### config.mk
export PLATFORM = sky130hd
export DESIGN_NAME = lnv_ram
export DESIGN_NICKNAME = d
export VERILOG_FILES = /design/src/design/layer_norm_vector_macros.svh /design/src/design/lnv_ram.sv
export SDC_FILE = /design/constraint.sdc
export NUM_CORES = 2
export LEC_CHECK = 0
export BUFFER_PORTS_ARGS = -buffer_cell sky130_fd_sc_hd__buf_2
export CAP_MARGIN = 5
export CORE_MARGIN = 4
export CORE_UTILIZATION = 63
export DETAILED_ROUTE_END_ITERATION = 10
export GPL_ROUTABILITY_DRIVEN = 0
export GPL_TIMING_DRIVEN = 0
export PLACE_DENSITY = 0.79
export SKIP_LAST_GASP = 1
export SLEW_MARGIN = 5
export SYNTH_ARGS = -nofsm -noshare
export SYNTH_HDL_FRONTEND = slang
export SYNTH_SLANG_ARGS = --single-unit
### constraint.sdc
create_clock -name aclk -period 5.2 [get_ports aclk]
set_clock_uncertainty 0.05 [all_clocks]
set_input_delay 0.26 -clock aclk [delete_from_list [all_inputs] [get_ports aclk]]
set_output_delay 0.26 -clock aclk [all_outputs]
set_load 0.005 [all_outputs]
### src/design/layer_norm_vector_macros.svh
// Assertion macros shared by the layer_norm_vector RTL.
// Expects aclk and aresetn in the scope of each use.
`ifndef LAYER_NORM_VECTOR_MACROS_SVH
`define LAYER_NORM_VECTOR_MACROS_SVH

// Same-cycle implication, disabled during reset.
`define LNV_ASSERT_IMP(lbl, ante, cons) \
    lbl: assert property (@(posedge aclk) disable iff (!aresetn) (ante) |-> (cons)) \
        else $error("layer_norm_vector: check failed");

// Next-cycle implication, disabled during reset.
`define LNV_ASSERT_NXT(lbl, ante, cons) \
    lbl: assert property (@(posedge aclk) disable iff (!aresetn) (ante) |=> (cons)) \
        else $error("layer_norm_vector: check failed");

`endif

### src/design/lnv_ram.sv
// Generic single-write, single-read RAM with registered read data.
// No dependencies.
`timescale 1ns / 1ps
module lnv_ram #(
    parameter int WIDTH = 48,
    parameter int DEPTH = 64
) (
    input  logic                     aclk,
    input  logic                     we,
    input  logic [$clog2(DEPTH)-1:0] waddr,
    input  logic [WIDTH-1:0]         wdata,
    input  logic [$clog2(DEPTH)-1:0] raddr,
    output logic [WIDTH-1:0]         rdata
);
    logic [WIDTH-1:0] mem [DEPTH];

    always_ff @(posedge aclk) begin
        if (we) begin
            mem[waddr] <= wdata;
        end
        rdata <= mem[raddr];
    end
endmodule

# Word level (Yosys, flattened, before mapping)

Memory sizes are Yosys's and may differ from the RTL's. A register that Yosys moved wholly into a read port is not among the register bits.
Cells that the tools add are included.
Widths: inputs -> output; s select.

Register bits after elaboration: 0
Memory bits (writable): 3072
Input port bits: 62
Output and inout bits: 48
Memories: 1

Memories:

| name | words | bits a word | read ports | clocked after memory_dff | wr ports | line          | source |
|---|---|---|---|---|---|---|---|
| mem  | 64    | 48          | 1          | 1                        | 1        | lnv_ram.sv:15 | `logic [WIDTH-1:0] mem [DEPTH];` |

Multiplexer cells: 2

Operator list:

| kind   | count |
|---|---|
| $mux 1 | 2 |

# Depth between registers and ports, before layout

Depth after elaboration: 2
Mapped depth: 9

# Worst setup path after synthesis

Ideal clock, no wire load.

Path kind: in2reg
Start point: input waddr[3]
End point: memory mem[48][0], enable pin
Setup time: 0.513 ns
Arrival: 4.032 ns
Required time: 4.637 ns
Path slack: 0.605 ns
Stages on the path: 4
Buffers on the path: 1
Cell sequence: clkbuf_1 nor2b_1 nand4b_1 nor3_1

RTL lines:

| element     | line          | source |
|---|---|---|
| from (decl) | lnv_ram.sv:10 | `input logic [$clog2(DEPTH)-1:0] waddr,` |
| to (decl)   | lnv_ram.sv:15 |  |

Straight into the memory's write port.

==> summary.md <==
| Metric | Value |
|---|---|
| Peak VDD IR | 0.424 mV |
| Worst setup EP type | flop |
| Final HPWL DP | 210,000 um |
| TritonCTS Buffers | 310 |
| Drt total wl | about 370,000 um |
| TritonCTS clock tree | done |
| Clock group share of total power | 41.6% |
| Vias in the first global route | about 64,000 |
| Syn nets | 5,032 |
| DR vias/cell | ~7.8 |
| I/O pin total | 110 |
| Max FO, Critical Path | 10 |
| DRC errors left | 0 |
| Hold Path Sink | mem[54][13] |
| CP top delay family | buffers and inverters |
| Rows | 157 |
| Clock root cell | clkbuf_16 |
| Area post-placement | 0.124 mm2 |
| DR iter-0 viols | ~13,000 |
| Switching Share | 21.8% |
| P_int | just over 40,000 uW |
| Mean Syn Cell Area | 23.6 um2 |
| Cell count after synthesis | 4,970 |
| DRT Pass-1 Iters | 7 |
| Clock slew at reported path FFs | 0.06 ns |
| Most common cell after layout, fill and taps aside | edfxtp_1 |
| Largest net degree at the start of global routing | 65 |
| Cell area after layout | around 0.13 mm2 |
| Starting density of the core | 63.6% |
| Initial antenna violation count | 22 |
| Peak Freq | 266 MHz |
| Final Util | between 70 and 80% |
| Slew margin rel. | -0.880% |
| Area of the mapped netlist | 0.117 mm2 |
| Buffers on Ports | 101 |
| Clk sinks | 3,120 |
| WP data arrival | 4.42 ns |
| Clk Latency, worst-skew pair | 0.97 ns |
| Synthesis Warnings | 0 |
| Seq/Total Area, Yosys | 79.6% |
| Pwr Total | 52,800 uW |
| Worst path cell trace | buf_2 -> clkbuf_1 -> or2_2 -> clkbuf_1 -> buf_2 -> o22ai_1 -> nor2_1 -> a21oi_1 -> a221oi_1 |
| WP data required | 5.86 ns |
| GRT Util Overall | 38.7% |
| Ys async rst share | 0% |
| Critical path buffers and inverters | 4 |
| Slowest cell delay on critical path | 1.18 ns |
| Placed cell count | 7,674 |
| Fillers | a little over 9,000 |
| HP Class | in2reg |
| Die Y | ~440 um |
| R2R Path Start | mem[46][37] |
| Non-Filler Instances | a little over 8,000 |
| Final Hold Vio Count | 0 |
| Hold path depth | 1 |
| Setup Buffers After CTS | 0 |
| Reg2reg path depth | 5 |
| Met1 WL | 109,000 um |
| Final Setup Violations | 0 |
| Hold Crit Start | wdata[13] |
| Synth cell types | 36 |
| Synthesized flop and latch total | 3,120 |
| Main synth FF type | edfxtp_1 |
| Detail Route Antenna Nets | 0 |
| Crit-path slowest cell | a221oi_1 |
| Cell Pwr Density | 395 mW/mm2 |
| Psw | 11,500 uW |
| Layout Nets | 5,600 |
| Sequential share of power | 52.9% |
| Layout cells sized above 1 | 29.1% |
| Unrepaired setup endpoints after global routing | no |
| Failing checks | capacitance limit, slew limit |
| Status | finished, violations left |
| Max-cap violations | 3 |
| Die Width | roughly 440 um |
| First-pass GRT wire length | 510,000 um |
| Die ar. | just under 0.2 mm2 |
| Post-synth EDFFs | about 3,000 |
| Tcrit/Tclk final | between 70 and 80% |
| Slew @ Worst Pin | 1.50 ns |
| Area grow syn2layout | 14.2% |
| Combinational share of power | 5.5% |
| WL met2 | approximately 170,000 um |
| Core ar. | 0.184 mm2 |
| R2R setup slack | 2.34 ns |
| WL per Instance | 44.6 um |
| Final worst path period need | between 3 and 4 ns |
| Worst Setup Path Type | in2reg |
| Commonest cells after routing, fill and taps aside | edfxtp_1, mux4_2, clkbuf_16 |
| H-tree depth | 5 |
| Via count | approximately 64,000 |
| Worst reg2reg endpoint | rdata[37] |
| GRT overflow | 0 |
| Clock tree buffer depth | 4 |
| Leakage | 0.0419 uW |
| Max Used Layer | met5 |
| Final Max Slew Viols | 2 |
| Routed length on met3 | 57,500 um |
| Crit path launch type | input pin |
## area by class of cell
| type | count | area [um2] | share of cell area (%) |
|---|---|---|---|
| Timing Repair Buffer | 256 | 3440 | 2.57 |
| Antenna cell | 18 | 45.0 | 0.0337 |
| Tap cell | 2464 | 3080 | 2.30 |
| Clock buffer | 388 | 8320 | 6.22 |
| Sequential cell | 3120 | 93200 | 69.7 |
| Buffer | 282 | 1500 | 1.12 |
| Clock inverter | 141 | 1300 | 0.972 |
| Multi-Input combinational cell | 1568 | 22900 | 17.1 |
## worst max path at each step
stage                   from           to  slack [ns]  cells past startpoint
floorplan           waddr[3]   mem[48][0]        0.61                      4
global placement    waddr[3]  mem[49][30]       -3.55                      4
detailed placement  raddr[2]    rdata[40]        0.72                      8
CTS                 raddr[2]    rdata[37]        1.76                      8
global route        raddr[1]    rdata[25]        1.60                      9
finish              raddr[3]    rdata[37]        1.44                      9
## stage by stage
step	TNS [ns]	hold slack [ns]	setup slack, ns
after floorplan	0	0.309	0.605
after global placement	-3674.08	0.591	-3.55
after detailed placement	0	0.587	0.721
after CTS	0	0.00261	1.76
after global routing	0	0.0684	1.60
final	0	0.0654	1.44
## Yosys cell counts, types with 57 or more instances
cell type | n | area, um2
mux2i_1 | 63 | 631
mux4_2 | 754 | 17000
a221oi_1 | 83 | 727
buf_2 | 98 | 490
buf_4 | 62 | 465
clkbuf_1 | 98 | 368
nor2_1 | 132 | 495
edfxtp_1 | 3072 | 92200
o22ai_1 | 122 | 763
a22oi_1 | 72 | 541
a21oi_1 | 74 | 370
a22o_1 | 57 | 499
## cells by family after synthesis
kind of cell | share of synthesized area [%]
flops | 79.6
compound gates | 3.02
simple gates | 0.957
buf+inv | 1.28
mux | 15.2
## layer usage
| layer | GRT usage, % | vias to the layer above |
|---|---|---|
| li1 | - | 22600 |
| met1 | 49.1 | 32200 |
| met2 | 57.9 | 7395 |
| met3 | 12.4 | 1661 |
| met4 | 26.3 | 6 |
| met5 | 0 | - |
## power groups by stage
stage	clock network, uW	registers (uW)	logic (uW)
after global placement	0	28400	2550
after global routing	23100	27900	2930
after CTS	21900	27900	2780
after detailed placement	0	28400	2680
final	22000	27900	2900
after floorplan	0	28400	1330
## what timing repair did
item / in CTS / in global routing
resized for setup: 0 / 0
hold buffers: 1 / 10
endpoints found under the hold margin: 2 / 508
## registers in the layout, indices dropped and copies added, names as in the netlist
signal / cells
mem: 3072
rdata: 48
Power figures use the tool's default switching activity.
