==> config.mk <==
export PLATFORM = sky130hd
export DESIGN_NAME = lnv_sqrt
export DESIGN_NICKNAME = d
export VERILOG_FILES = /design/src/design/layer_norm_vector_macros.svh /design/src/design/lnv_pkg.sv /design/src/design/lnv_sqrt.sv
export SDC_FILE = /design/constraint.sdc
export NUM_CORES = 1
export LEC_CHECK = 0
export CAP_MARGIN = 5
export CORE_MARGIN = 2
export CORE_UTILIZATION = 65
export CTS_CLUSTER_SIZE = 10
export DETAILED_ROUTE_END_ITERATION = 6
export DONT_BUFFER_PORTS = 1
export GPL_TIMING_DRIVEN = 0
export PLACE_DENSITY_LB_ADDON = 0.3
export SYNTH_ARGS = -nofsm -noshare
export SYNTH_HDL_FRONTEND = slang
export SYNTH_SLANG_ARGS = --single-unit
==> constraint.sdc <==
create_clock -name aclk -period 22.5 [get_ports aclk]
set_input_delay 2.25 -clock aclk [delete_from_list [all_inputs] [get_ports aclk]]
set_output_delay 2.25 -clock aclk [all_outputs]
set_load 0.02 [all_outputs]
==> src/design/layer_norm_vector_macros.svh <==
// Assertion macros shared by the layer_norm_vector RTL.
// Expects aclk and aresetn in the scope of each use.
`ifndef LAYER_NORM_VECTOR_MACROS_SVH
`define LAYER_NORM_VECTOR_MACROS_SVH

// Same-cycle implication, disabled during reset.
`define LNV_ASSERT_IMP(lbl, ante, cons) \
    lbl: assert property (@(posedge aclk) disable iff (!aresetn) (ante) |-> (cons)) \
        else $error("layer_norm_vector: check failed");

// Next-cycle implication, disabled during reset.
`define LNV_ASSERT_NXT(lbl, ante, cons) \
    lbl: assert property (@(posedge aclk) disable iff (!aresetn) (ante) |=> (cons)) \
        else $error("layer_norm_vector: check failed");

`endif

==> src/design/lnv_pkg.sv <==
// Package for layer_norm_vector: widths and defaults.
// No dependencies.
`timescale 1ns / 1ps
package lnv_pkg;
    localparam int VEC_LEN_DEF = 64;
    localparam int DATA_W      = 16;  // Q8.8 fields
    localparam int EPS_W       = 16;
    localparam int IDX_W       = 6;   // elem_index port
    localparam int N_W         = 7;   // element count, up to 64
    localparam int SUM_W       = 22;  // sum of 64 samples
    localparam int D_W         = 24;  // n*x - sum, signed
    localparam int M_W         = 23;  // |d|
    localparam int SQ_W        = 2 * M_W;
    localparam int S_W         = 52;  // sum of squares
    localparam int T_W         = 53;
    localparam int U_W         = 64;
    localparam int Q_W         = 31;  // root of normalized U
    localparam int E_W         = 5;   // shift pairs, at most 30
    localparam int MN_W        = 30;  // |d|*n
    localparam int QUO_W       = 24;  // quotient bits
    localparam int Z_W         = QUO_W + 1;
    localparam int PROD_W      = Z_W + DATA_W;
    localparam int ACC_W       = 48;
endpackage

==> src/design/lnv_sqrt.sv <==
// Bit-pair integer square root, one step per cycle, 31 steps.
// Radicand must lie in [2^60, 2^62). Depends on lnv_pkg.
`timescale 1ns / 1ps
module lnv_sqrt
    import lnv_pkg::*;
(
    input  logic           aclk,
    input  logic           aresetn,
    input  logic           start,
    input  logic [U_W-1:0] radicand,
    output logic           done,
    output logic [Q_W-1:0] root
);
    logic [U_W-1:0] v_reg, res_reg, bit_reg;
    logic           busy_reg, done_reg;
    logic [U_W-1:0] trial;

    assign trial = res_reg + bit_reg;
    assign done  = done_reg;
    assign root  = res_reg[Q_W-1:0];

    always_ff @(posedge aclk) begin
        if (!aresetn) begin
            busy_reg <= 1'b0;
            done_reg <= 1'b0;
        end else begin
            done_reg <= 1'b0;
            if (start) begin
                v_reg    <= radicand;
                res_reg  <= '0;
                bit_reg  <= U_W'(1) << 60;
                busy_reg <= 1'b1;
            end else if (busy_reg) begin
                if (v_reg >= trial) begin
                    v_reg   <= v_reg - trial;
                    res_reg <= (res_reg >> 1) + bit_reg;
                end else begin
                    res_reg <= res_reg >> 1;
                end
                bit_reg <= bit_reg >> 2;
                if (bit_reg[0]) begin
                    busy_reg <= 1'b0;
                    done_reg <= 1'b1;
                end
            end
        end
    end
endmodule

# Word level (Yosys, flattened, before mapping)
# Cells that the tools add are included.
# W data, S select, Z words.
# classes
order_cmp,1
add_sub_neg,3
bitwise,2
n_mux,10
reduce_logical,5
# ops
cell,count
$mux W64,5
$add A63 B61 Y64,1
$add A64 B61 Y64,1
$ge A64 B64 Y1,1
$sub A64 B64 Y64,1
$mux W61,1
$mux W1,4
$reduce_bool A2 Y1,2
$reduce_and A3 Y1,1
$reduce_or A3 Y1,1
$not A1 Y1,2
$reduce_and A2 Y1,1
# word_totals
register_bits,161
output_inout_bits,32
in_bits,67

# Logic depth before layout (Yosys ltp)
# logic_depth
word_depth,5
ltp_mapped,25

# Least setup slack after synthesis
# Ideal clock, no wire load.
# synth_path
path_type,input -> register
from,input port start
to,"register v_reg[0], enable pin"
setup_ns,0.584
n_path_buf,2
path_slack_ns,12.045
path_stages,4
arrival_ns,9.871
path_cell_list,clkbuf_1 clkbuf_1 o21a_1 a21boi_0
# synth_via
elab_chain_cells,2
# synth_rtl
item,line,text
"start, declared",lnv_sqrt.sv:9,"input logic start,"
$reduce_bool A2 Y1 (no line),--,
$reduce_and A3 Y1 (no line) (*),--,
"end signal, assigned",lnv_sqrt.sv:29,v_reg <= radicand;
"end signal, assigned",lnv_sqrt.sv:35,v_reg <= v_reg - trial;
"end, declared",lnv_sqrt.sv:14,"logic [U_W-1:0] v_reg, res_reg, bit_reg;"
# Every way passes the cells marked *; elsewhere a longest branch is shown, timed or not.
# A chain may end at the register's enable or synchronous reset.

# Worst setup path after layout
# layout_path
from,register res_reg[2]
to,"register v_reg[41], enable pin"
# layout_via
elab_chain_cells,4
# layout_rtl
item,line,text
"start, declared",lnv_sqrt.sv:14,
"start signal, assigned",lnv_sqrt.sv:36,res_reg <= (res_reg >> 1) + bit_reg;
"start signal, assigned",lnv_sqrt.sv:38,res_reg <= res_reg >> 1;
$add A64 B61 Y64,lnv_sqrt.sv:18,assign trial = res_reg + bit_reg;
$ge A64 B64 Y1,lnv_sqrt.sv:34,if (v_reg >= trial) begin
$reduce_bool A2 Y1 (no line),--,
$reduce_and A3 Y1 (no line),--,
# No other way between the ends.

==> impl_metrics.csv <==
group,metric,value,unit
status,status,"finished clean",
pwr,combinationalPowerShare,0.459,
clock_tree,cts_resized,0,
finish,fillers,1941,
place,port_buffers,0,
timing,setup_viol,0,
pwr,clkPwrFrac,0.223,
timing,drv_slew,0,
pwr,switching_share,0.4095,
floorplanning,core,0.02333,mm²
worst_setup_path,endpoint_kind,"flip-flop",
finish,stdcell_area,0.01638,mm²
drt,dr.pass1.iters,6,
clock_tree,postCtsSetupBuffers,0,
synth,yosysMostFrequentCell,"nand2_1",
global_route,antenna_found_initial,2,
worst_setup_path,critPathKind,"flip-flop to flip-flop",
drt,vias_per_cell,6.648,
floorplanning,die_h,157.6,µm
drt,wl_per_cell,21.31,µm
worst_setup_path,path_cells,"ha_1 -> a21o_1 -> a31oi_1 -> o21ai_0 -> a311oi_1 -> o41ai_1 -> a21oi_1 -> o21ai_1 -> a41oi_1 -> xor2_1 -> ha_1 -> clkbuf_1 -> nor2b_1 -> o21ai_0 -> nand2b_1 -> a21o_1 -> a21oi_1 -> o21ai_1 -> nor2_4 -> buf_2 -> buf_2 -> a21boi_4 -> buf_12 -> buf_16",
worst_setup_path,slowest_delay,0.86,ns
drt,dr.first_iter.drc_count,1486,
timing,holdWs,0.4924,ns
synth,ys_ff_latch,161,
global_route,grt_pass1_vias,13340,
synth,synthTopCellsByArea,"edfxtp_1, ha_1, nand2_1",
clock_tree,cts_tree,"done",
clock_tree,clkTransAtPathRegs,0.07,ns
timing,hold_violations,0,
pwr,power_density,77.06,mW/mm²
hold_path,worstHoldPathType,"flip-flop to flip-flop",
pwr,p_int,0.7453,mW
worst_setup_path,cp_top_family,"compound AO/OA/AOI/OAI gates",
synth,synthArstFlopShare,0,
drt,vias,14230,
finish,multiInputGateArea,0.009848,mm²
timing,tightest_slew,1.090,ns
pwr,total_power,1.262,mW
clock_tree,cts_sinks,161,
timing,fmax,129.9,MHz
timing,worst_clock_skew,0.01389,ns
synth,ys.flop_type,"edfxtp_1",
pwr,p_leak,6.137,nW
synth,syn_nets,1982,
finish,final_cells,2141,
clock_tree,cts_root_buf,"clkbuf_16",
global_route,grt_max_degree,57,
synth,synth_top_area_share,0.3112,
pwr,p_sw,0.5168,mW
place,dp_cells,2108,
drt,ant_nets,0,
pwr,ir_drop,0.05748,mV
synth,yosys_warnings,0,
pwr,p_seq_frac,0.318,
worst_setup_path,path_max_fanout,24,
drt,drt_wl_total,45620,µm
synth,syn-cell-area,0.01534,mm²
floorplanning,rows,56,
run,maxCapViolations,0,
synth,synth.largest_area_cell,"edfxtp_1",
synth,syn_area_per_cell,8.590,µm²
worst_setup_path,cp_data_required_time,22.64,ns
synth,syn_inst,1786,
clock_tree,cts_hold_buf,0,
floorplanning,num_io_pins,99,
floorplanning,start_util,0.6575,
finish,syn_to_final_growth,6.761,%
floorplanning,fp.dieArea,0.02485,mm²
synth,synth-seq-area-share,0.3138,
worst_setup_path,critPathBufInv,5,
finish,regArea,0.004815,mm²
clock_tree,cts_buffers,17,
finish,drive_gt1_frac,0.07139,
synth,synth_cell_types,90,
global_route,grt_pass1_wl,70470,µm
timing,timing.final.crit_share,0.3422,
floorplanning,die_x,157.6,µm
place,dp_hpwl,35240,µm
place,placed_area,0.01583,mm²
clock_tree,clk_latency,0.44,ns
clock_tree,cts_buffer_depth,2,
finish,nNetsFinal,2004,
synth,netlist_top_cells_count,"nand2_1, edfxtp_1, nor2_1, ha_1, o21ai_0",
timing,timing.final.crit_period,7.700,ns
timing,relSlewSlack,0.2682,
global_route,grt_overflow,0,
place,routabilityCongestion,0.9696,
timing,fin_tns_setup,0,ns
worst_setup_path,cp_data_arrival_time,7.84,ns
drt,drc,0,
global_route,groute.usage.overall,0.3673,
clock_tree,h-tree-depth,4,
timing,rsz0062_at_grt,"no",
synth,synth-edff-count,159,
worst_setup_path,crit_path_top_delay_cell,"o21ai_1",
worst_setup_path,cp-start-kind,"flip-flop",
==> layer usage <==
layer / share of wire / track usage
met4: 0.048 / 0.1818
met5: 0 / 0
met1: 0.39 / 0.4590
met3: 0.083 / 0.05420
met2: 0.48 / 0.6213
==> power groups by stage <==
stage	registers [mW]	clock network [mW]	logic, mW
2_1_floorplan	0.398	0	0.436
3_3_place_gp	0.410	0	0.550
3_5_place_dp	0.407	0	0.563
4_1_cts	0.401	0.282	0.567
5_1_grt	0.404	0.291	0.635
6_report	0.402	0.281	0.579
==> layout by cell type, fill, tap and decap left out, types with 57 or more instances in the layout <==
cell type,n
nor2_1,149
o21ai_0,127
nand2_1,207
ha_1,128
xor2_1,76
a31oi_1,60
nor2b_1,57
clkbuf_1,63
a21oi_1,118
edfxtp_1,159
xnor2_1,74
==> final cells by class <==
type                            instances  share of cell area
Antenna cell                            1           0.0001528
Buffer                                108             0.03430
Clock buffer                           17             0.02597
Clock inverter                         15            0.007105
Inverter                               36            0.008251
Multi-Input combinational cell       1481              0.6013
Sequential cell                       161              0.2940
Tap cell                              319             0.02437
Timing Repair Buffer                    3            0.004584
==> logic make-up (layout without fill, tap and decap cells) <==
family,after synthesis,in the layout,share of synthesized area
AOI/OAI and AO/OA,591,591,0.2576
muxes,11,11,0.007993
and+or+nand+nor,600,600,0.1838
xor gates and xnor gates,150,150,0.08564
adders and majority gates,129,129,0.1057
buffers and inverters,144,179,0.04543
other,0,1,0
DFF,161,161,0.3138
==> through the flow <==
stage          utilization  setup WS [ns]
6_report            0.7020          14.80
5_1_grt             0.7018          14.56
4_1_cts             0.7018          15.10
3_5_place_dp        0.6786          15.12
3_3_place_gp        0.6746          8.299
2_1_floorplan            -          12.05
==> path summary, 6_finish.rpt <==
check	depth (start not counted)	end	start	slack, ns
worst max register to register	24	v_reg[41]	res_reg[2]	14.80
worst min register to register	1	done	busy_reg	0.49
worst min-delay path	1	done	busy_reg	0.49
worst max-delay path	24	v_reg[41]	res_reg[2]	14.80
No activity file was read; power rests on OpenSTA's default activity.
