### src/design/layer_norm_vector_macros.svh
// Assertion macros shared by the layer_norm_vector RTL.
// Expects aclk and aresetn in the scope of each use.
`ifndef LAYER_NORM_VECTOR_MACROS_SVH
`define LAYER_NORM_VECTOR_MACROS_SVH

// Same-cycle implication, disabled during reset.
`define LNV_ASSERT_IMP(lbl, ante, cons) \
    lbl: assert property (@(posedge aclk) disable iff (!aresetn) (ante) |-> (cons)) \
        else $error("layer_norm_vector: check failed");

// Next-cycle implication, disabled during reset.
`define LNV_ASSERT_NXT(lbl, ante, cons) \
    lbl: assert property (@(posedge aclk) disable iff (!aresetn) (ante) |=> (cons)) \
        else $error("layer_norm_vector: check failed");

`endif

### src/design/lnv_pkg.sv
// Package for layer_norm_vector: widths and defaults.
// No dependencies.
`timescale 1ns / 1ps
package lnv_pkg;
    localparam int VEC_LEN_DEF = 64;
    localparam int DATA_W      = 16;  // Q8.8 fields
    localparam int EPS_W       = 16;
    localparam int IDX_W       = 6;   // elem_index port
    localparam int N_W         = 7;   // element count, up to 64
    localparam int SUM_W       = 22;  // sum of 64 samples
    localparam int D_W         = 24;  // n*x - sum, signed
    localparam int M_W         = 23;  // |d|
    localparam int SQ_W        = 2 * M_W;
    localparam int S_W         = 52;  // sum of squares
    localparam int T_W         = 53;
    localparam int U_W         = 64;
    localparam int Q_W         = 31;  // root of normalized U
    localparam int E_W         = 5;   // shift pairs, at most 30
    localparam int MN_W        = 30;  // |d|*n
    localparam int QUO_W       = 24;  // quotient bits
    localparam int Z_W         = QUO_W + 1;
    localparam int PROD_W      = Z_W + DATA_W;
    localparam int ACC_W       = 48;
endpackage

### src/design/lnv_div.sv
// Restoring divider, one quotient bit per cycle, QUO_W-bit quotient.
// Requires dividend < divisor * 2^QUO_W. Depends on lnv_pkg.
`timescale 1ns / 1ps
module lnv_div
    import lnv_pkg::*;
(
    input  logic             aclk,
    input  logic             aresetn,
    input  logic             start,
    input  logic [U_W-1:0]   dividend,
    input  logic [Q_W-1:0]   divisor,
    output logic             done,
    output logic [QUO_W-1:0] quotient
);
    logic [Q_W-1:0]   rem_reg;
    logic [QUO_W-1:0] low_reg, quo_reg;
    logic [4:0]       step_reg;
    logic             busy_reg, done_reg;
    logic [Q_W:0]     trial;

    assign trial    = {rem_reg, low_reg[QUO_W-1]};
    assign done     = done_reg;
    assign quotient = quo_reg;

    always_ff @(posedge aclk) begin
        if (!aresetn) begin
            busy_reg <= 1'b0;
            done_reg <= 1'b0;
        end else begin
            done_reg <= 1'b0;
            if (start) begin
                rem_reg  <= dividend[QUO_W+Q_W-1:QUO_W];
                low_reg  <= dividend[QUO_W-1:0];
                quo_reg  <= '0;
                step_reg <= 5'(QUO_W - 1);
                busy_reg <= 1'b1;
            end else if (busy_reg) begin
                if (trial >= {1'b0, divisor}) begin
                    rem_reg <= Q_W'(trial - {1'b0, divisor});
                    quo_reg <= {quo_reg[QUO_W-2:0], 1'b1};
                end else begin
                    rem_reg <= trial[Q_W-1:0];
                    quo_reg <= {quo_reg[QUO_W-2:0], 1'b0};
                end
                low_reg <= low_reg << 1;
                if (step_reg == '0) begin
                    busy_reg <= 1'b0;
                    done_reg <= 1'b1;
                end else begin
                    step_reg <= step_reg - 5'd1;
                end
            end
        end
    end
endmodule

### config.mk
export PLATFORM = sky130hd
export DESIGN_NAME = lnv_div
export DESIGN_NICKNAME = d
export VERILOG_FILES = /design/src/design/layer_norm_vector_macros.svh /design/src/design/lnv_pkg.sv /design/src/design/lnv_div.sv
export SDC_FILE = /design/constraint.sdc
export NUM_CORES = 1
export LEC_CHECK = 0
export BUFFER_PORTS_ARGS = -buffer_cell sky130_fd_sc_hd__buf_2
export CORE_MARGIN = 2
export CORE_UTILIZATION = 40
export DETAILED_ROUTE_END_ITERATION = 10
export PLACE_DENSITY = 0.68
export SYNTH_ARGS = -nofsm -noshare
export SYNTH_HDL_FRONTEND = slang
export SYNTH_SLANG_ARGS = --single-unit
### constraint.sdc
create_clock -name aclk -period 5 [get_ports aclk]
set_input_delay 1 -clock aclk [delete_from_list [all_inputs] [get_ports aclk]]
set_output_delay 1 -clock aclk [all_outputs]
set_load 0.02 [all_outputs]
=== After elaboration in Yosys (flattened, before gate mapping) ===
Cells that the tools add are included.

* Equality and inequality tests: 1
* Multipliers: 0
* Muxes and demuxes: 13
* Shifts and indexed selects: 0
* $add $sub $neg: 2
* Reduce and logical (&&, ||, !) cells: 5
* Bitwise operators: 2
* Div/mod/pow operators: 0
* $lt $le $gt $ge: 1

{| class="wikitable"
|+ Operator list
! kind !! count
|-
| 2-to-1 mux 31 bit || 3
|-
| 2-to-1 mux 24 bit || 3
|-
| greater-or-equal comparator 32 x 31 -> 1 bit || 1
|-
| subtractor 31 bit || 1
|-
| 2-to-1 mux 5 bit || 2
|-
| logical NOT 5 bit || 1
|-
| 2-to-1 mux 1 bit || 5
|-
| subtractor 5 x 1 -> 5 bit (second input constant) || 1
|-
| AND reduction 3 bit || 1
|-
| OR reduction 3 bit || 1
|-
| != test 2 bit (second input constant) || 1
|-
| inverter 1 bit || 2
|-
| AND reduction 2 bit || 1
|-
| nonzero test 2 bit || 1
|}

* Memory bits (read-only): 0
* Bits in latches: 0
* Memories: 0
* Bits of input ports: 98
* Output and inout bits: 25
* Logic and storage cells: 30
* Bits in registers: 86
* Bits in writable memories: 0

=== Longest topological paths before layout ===
* Word-level depth: 4
* Gate-level depth with buffers: 13
* Depth with buffers taken out: 12

=== Worst setup path after synthesis ===
OpenSTA, ideal clock, no wires.

* Path type: input-to-reg
* From: input port start
* To: register step_reg[0], enable pin
* Setup time: 343 ps
* Buffers on the path: 1
* Data required time: 4,657 ps
* Stages on the path: 3
* Arrival time: 3,632 ps
* Path slack: 1,025 ps
* Path through: clkbuf_1 > o21a_1 > nor2b_1

* Word-level cells in the longest chain between the ends: 2
* Elaborated cells on any way between the ends: 3
* Classes of those cells: eq/ne (1); reduce/logical (2)

{| class="wikitable"
|+ RTL lines
! item !! line !! text
|-
| from (decl) || lnv_div.sv:9 || <nowiki>input logic start,</nowiki>
|-
| != test 2 bit (no line) or nonzero test 2 bit (tied branches) || - ||
|-
| AND reduction 3 bit (no line) (*) || - ||
|-
| to (signal assigned) || lnv_div.sv:35 || <nowiki>step_reg <= 5'(QUO_W - 1);</nowiki>
|-
| to (signal assigned) || lnv_div.sv:50 || <nowiki>step_reg <= step_reg - 5'd1;</nowiki>
|-
| to (decl) || lnv_div.sv:17 || <nowiki>logic [4:0] step_reg;</nowiki>
|}

Mark *: on every way between the ends. The rest lies on a longest branch, timed or not.
A chain may end at the register's enable or synchronous reset.

=== Final worst setup path ===
* From: input port divisor[0]
* To: register rem_reg[14] (data pin)

* Word-level cells in the longest chain between the ends: 4
* Elaborated cells on any way between the ends: 5
* Classes of those cells: add/sub (1); order compare (1); mux (3)

{| class="wikitable"
|+ RTL lines
! item !! line !! text
|-
| from (decl) || lnv_div.sv:11 || <nowiki>input logic [Q_W-1:0] divisor,</nowiki>
|-
| subtractor 31 bit or greater-or-equal comparator 32 x 31 -> 1 bit (tied branches) || lnv_div.sv:39, lnv_div.sv:38 ||
|-
| 2-to-1 mux 31 bit (*) || lnv_div.sv:38 || <nowiki>if (trial >= {1'b0, divisor}) begin</nowiki>
|-
| 2-to-1 mux 31 bit (*) || lnv_div.sv:37 || <nowiki>end else if (busy_reg) begin</nowiki>
|-
| 2-to-1 mux 31 bit (*) || lnv_div.sv:31 || <nowiki>if (start) begin</nowiki>
|-
| to (signal assigned) || lnv_div.sv:32 || <nowiki>rem_reg <= dividend[QUO_W+Q_W-1:QUO_W];</nowiki>
|-
| to (signal assigned) || lnv_div.sv:39 || <nowiki>rem_reg <= Q_W'(trial - {1'b0, divisor});</nowiki>
|-
| to (signal assigned) || lnv_div.sv:42 || <nowiki>rem_reg <= trial[Q_W-1:0];</nowiki>
|-
| to (decl) || lnv_div.sv:15 || <nowiki>logic [Q_W-1:0] rem_reg;</nowiki>
|}

Mark *: on every way between the ends. The rest lies on a longest branch, timed or not. The select of a mux whose other input is x is not followed.

==> flow_summary.json <==
{
  "r2r_slack_ps": 1470,
  "finalNetCount": 738,
  "utilization_pct": 48.16,
  "place_inst": 776,
  "remaining_drc_errors": 0,
  "num_vias": 4113,
  "layout-drive-gt1-share_pct": 33.33,
  "post_drt_wl_per_cell_um": 15.25,
  "grt_pass1_wl_mm": 20.17,
  "gp_congestion": 0.8823,
  "hold_buffers": 0,
  "min_from": "busy_reg$_SDFF_PN0_",
  "cp-start-kind": "input pin",
  "power.total_w": 0.002178,
  "die_area_um2": 15150,
  "ys_ff_latch": 86,
  "final-seq-area_um2": 2562,
  "max_cap_viol_count": 0,
  "final_common_cell": "buf_2",
  "syn_inst": 502,
  "max_slew_margin_pct": 47.44,
  "hold_path.class": "register to register",
  "grt_max_degree": 59,
  "hold_ws_ps": 516.9,
  "rsz0062_at_grt": "no",
  "hpwl_mm": 8.921,
  "multi_input_area_um2": 2845,
  "cts-buffers-inserted": 9,
  "crit_fanout": 26,
  "final_cells": 793,
  "vias_per_cell": 5.187,
  "largest_reg_flops": 31,
  "min_period_over_period_pct": 78.88,
  "io_pins": 123,
  "core_um2": 13880,
  "cts_root_buf": "clkbuf_16",
  "cp_data_arrival_time_ps": 4040,
  "power_density_nw_per_um2": 325.8,
  "clk_pin_slew_ps": 70,
  "clk_latency_ps": 350,
  "fp.dieH_um": 123.1,
  "layout_common_cells": "buf_2, edfxtp_1, mux2_2",
  "start_util_pct": 40.85,
  "first_global_vias": 4269,
  "drt_iter0_markers": 179,
  "yosysSeqAreaShare_pct": 45.19,
  "dieWidth_um": 123.1,
  "postSynthNetCount": 633,
  "setup_violations": 0,
  "cts_tree": "done",
  "crit_slowest_cell": "fa_1",
  "port_buffers": 113,
  "postRouteAntennaNets": 0,
  "r2r-end": "rem_reg[14]$_DFFE_PP_",
  "post_cts_buffers": 0,
  "reg2reg_from": "low_reg[23]$_DFFE_PP_",
  "synth_edf_count": 84,
  "fin_crit_ps": 3944,
  "syn_area_um2": 5670,
  "fmax_ghz": 0.2535,
  "routed_wl_mm": 12.10,
  "final.fill_count": 1344,
  "num_rows": 43,
  "syn_avg_cell_area_um2": 11.30,
  "setup_tns_ps": 0,
  "reg2regPathDepth": 13,
  "critPathMaxStageDelay_ps": 400,
  "gr-total-overflow": 0,
  "leakage_nw": 2.805,
  "synth_top_flop_cell": "edfxtp_1",
  "synth_warnings": 0,
  "drt-pass1-iter-count": 4,
  "syn_to_final_growth_pct": 17.89,
  "clock-sinks": 86,
  "clk_path_buf_depth": 2,
  "ctsResizeCount": 0,
  "critical_path_class": "input pin to register",
  "hold_viol": 0,
  "min_delay_path_depth": 1,
  "slew_viol_final": 0,
  "worst_pin_slew_ps": 788.3,
  "cp_cell_sequence": "buf_2, ha_1, fa_1, nand2b_1, a21oi_1, o21ai_1, a311oi_2, a211oi_1, o21ai_2, a41oi_4, buf_12, mux2_1, mux2_2",
  "yosysUniqueCellTypes": 56,
  "htree_levels": 3,
  "skew_ps": 10.33,
  "cp.required_ps": 5090,
  "grt_use_total_pct": 17.07,
  "end_kind": "register",
  "ir_drop_uv": 237.1,
  "status": "completed",
  "min_to": "done$_SDFF_PP0_",
  "synthArstFlopShare_pct": 0,
  "antenna_found_initial": 3
}
-- cells by family after synthesis --
| group | share of synthesized area, % |
|---|---|
| xor+xnor | 4.788 |
| compound gates | 13.04 |
| buf+inv | 4.766 |
| mux | 13.57 |
| flops | 45.19 |
| fa+ha+maj | 7.414 |
| simple gates | 11.23 |
-- synthesized netlist by cell type, types with 6 or more instances --
master    instances  area (µm²)
nand3_1          10       50.05
ha_1             32       400.4
inv_1            41       153.9
a21oi_1          30       150.1
clkbuf_1         12       45.04
o21a_1            7       52.55
nor2b_1          34       212.7
a21o_1           12       90.09
edfxtp_1         84        2522
mux2i_1           6       60.06
o21ai_0          16       80.08
nor3_1            8       40.04
xor2_1           13       113.9
nand2_1          17       63.81
mux2_2           62       698.2
nor2_1           14       52.55
xnor2_1          18       157.7
nand2b_1          8       50.05
-- worst max-delay path by stage --
stage	startpoint	slack, ps	end	cells after the start
2_1_floorplan	start	1020	step_reg[0]$_SDFFCE_PP1P_	3
6_report	divisor[0]	1060	rem_reg[14]$_DFFE_PP_	13
4_1_cts	divisor[0]	1070	rem_reg[14]$_DFFE_PP_	13
3_5_place_dp	divisor[0]	720	rem_reg[14]$_DFFE_PP_	13
3_3_place_gp	divisor[0]	740	rem_reg[14]$_DFFE_PP_	13
5_1_grt	divisor[0]	920	rem_reg[14]$_DFFE_PP_	13
-- metrics by stage --
stage                     area (µm²)  worst slack, ps
after CTS                       6683             1075
after detailed placement        6390            718.2
after global placement          6390            743.3
after floorplan                 5670             1025
after global routing            6683            917.9
final                           6685             1056
-- routing by layer --
layer	global-route usage (%)	vias to the layer above	wire (µm)
li1	-	2058	-
met1	21.49	1939	5497
met2	27.73	101	5533
met3	6.227	13	914
met4	4.616	2	137
met5	0	-	13
-- worst max-delay path: cells and delay by family --
kind | cells | cell delay (ps)
buffers and inverters | 2 | 350
multiplexers | 2 | 590
AND/OR/NAND/NOR | 1 | 180
AO/OA/AOI/OAI | 6 | 1280
adder cells (fa/ha/maj) | 2 | 620
-- area by class of cell --
| class | count | share of cell area [%] |
|---|---|---|
| multi-input cells | 353 | 42.56 |
| repair buffers | 116 | 9.021 |
| clock inverters | 6 | 0.8048 |
| diodes | 1 | 0.03743 |
| clock buffers | 10 | 3.575 |
| flip-flops and latches | 86 | 38.33 |
| well taps | 180 | 3.369 |
| inverters | 41 | 2.302 |
-- power breakdown --
group	internal (W)	total [W]	switching [W]
registers	0.000872	0.000897	0.0000254
clock network	0.000359	0.000665	0.000306
logic	0.000298	0.000616	0.000318
(Power assumes the default switching activity.)
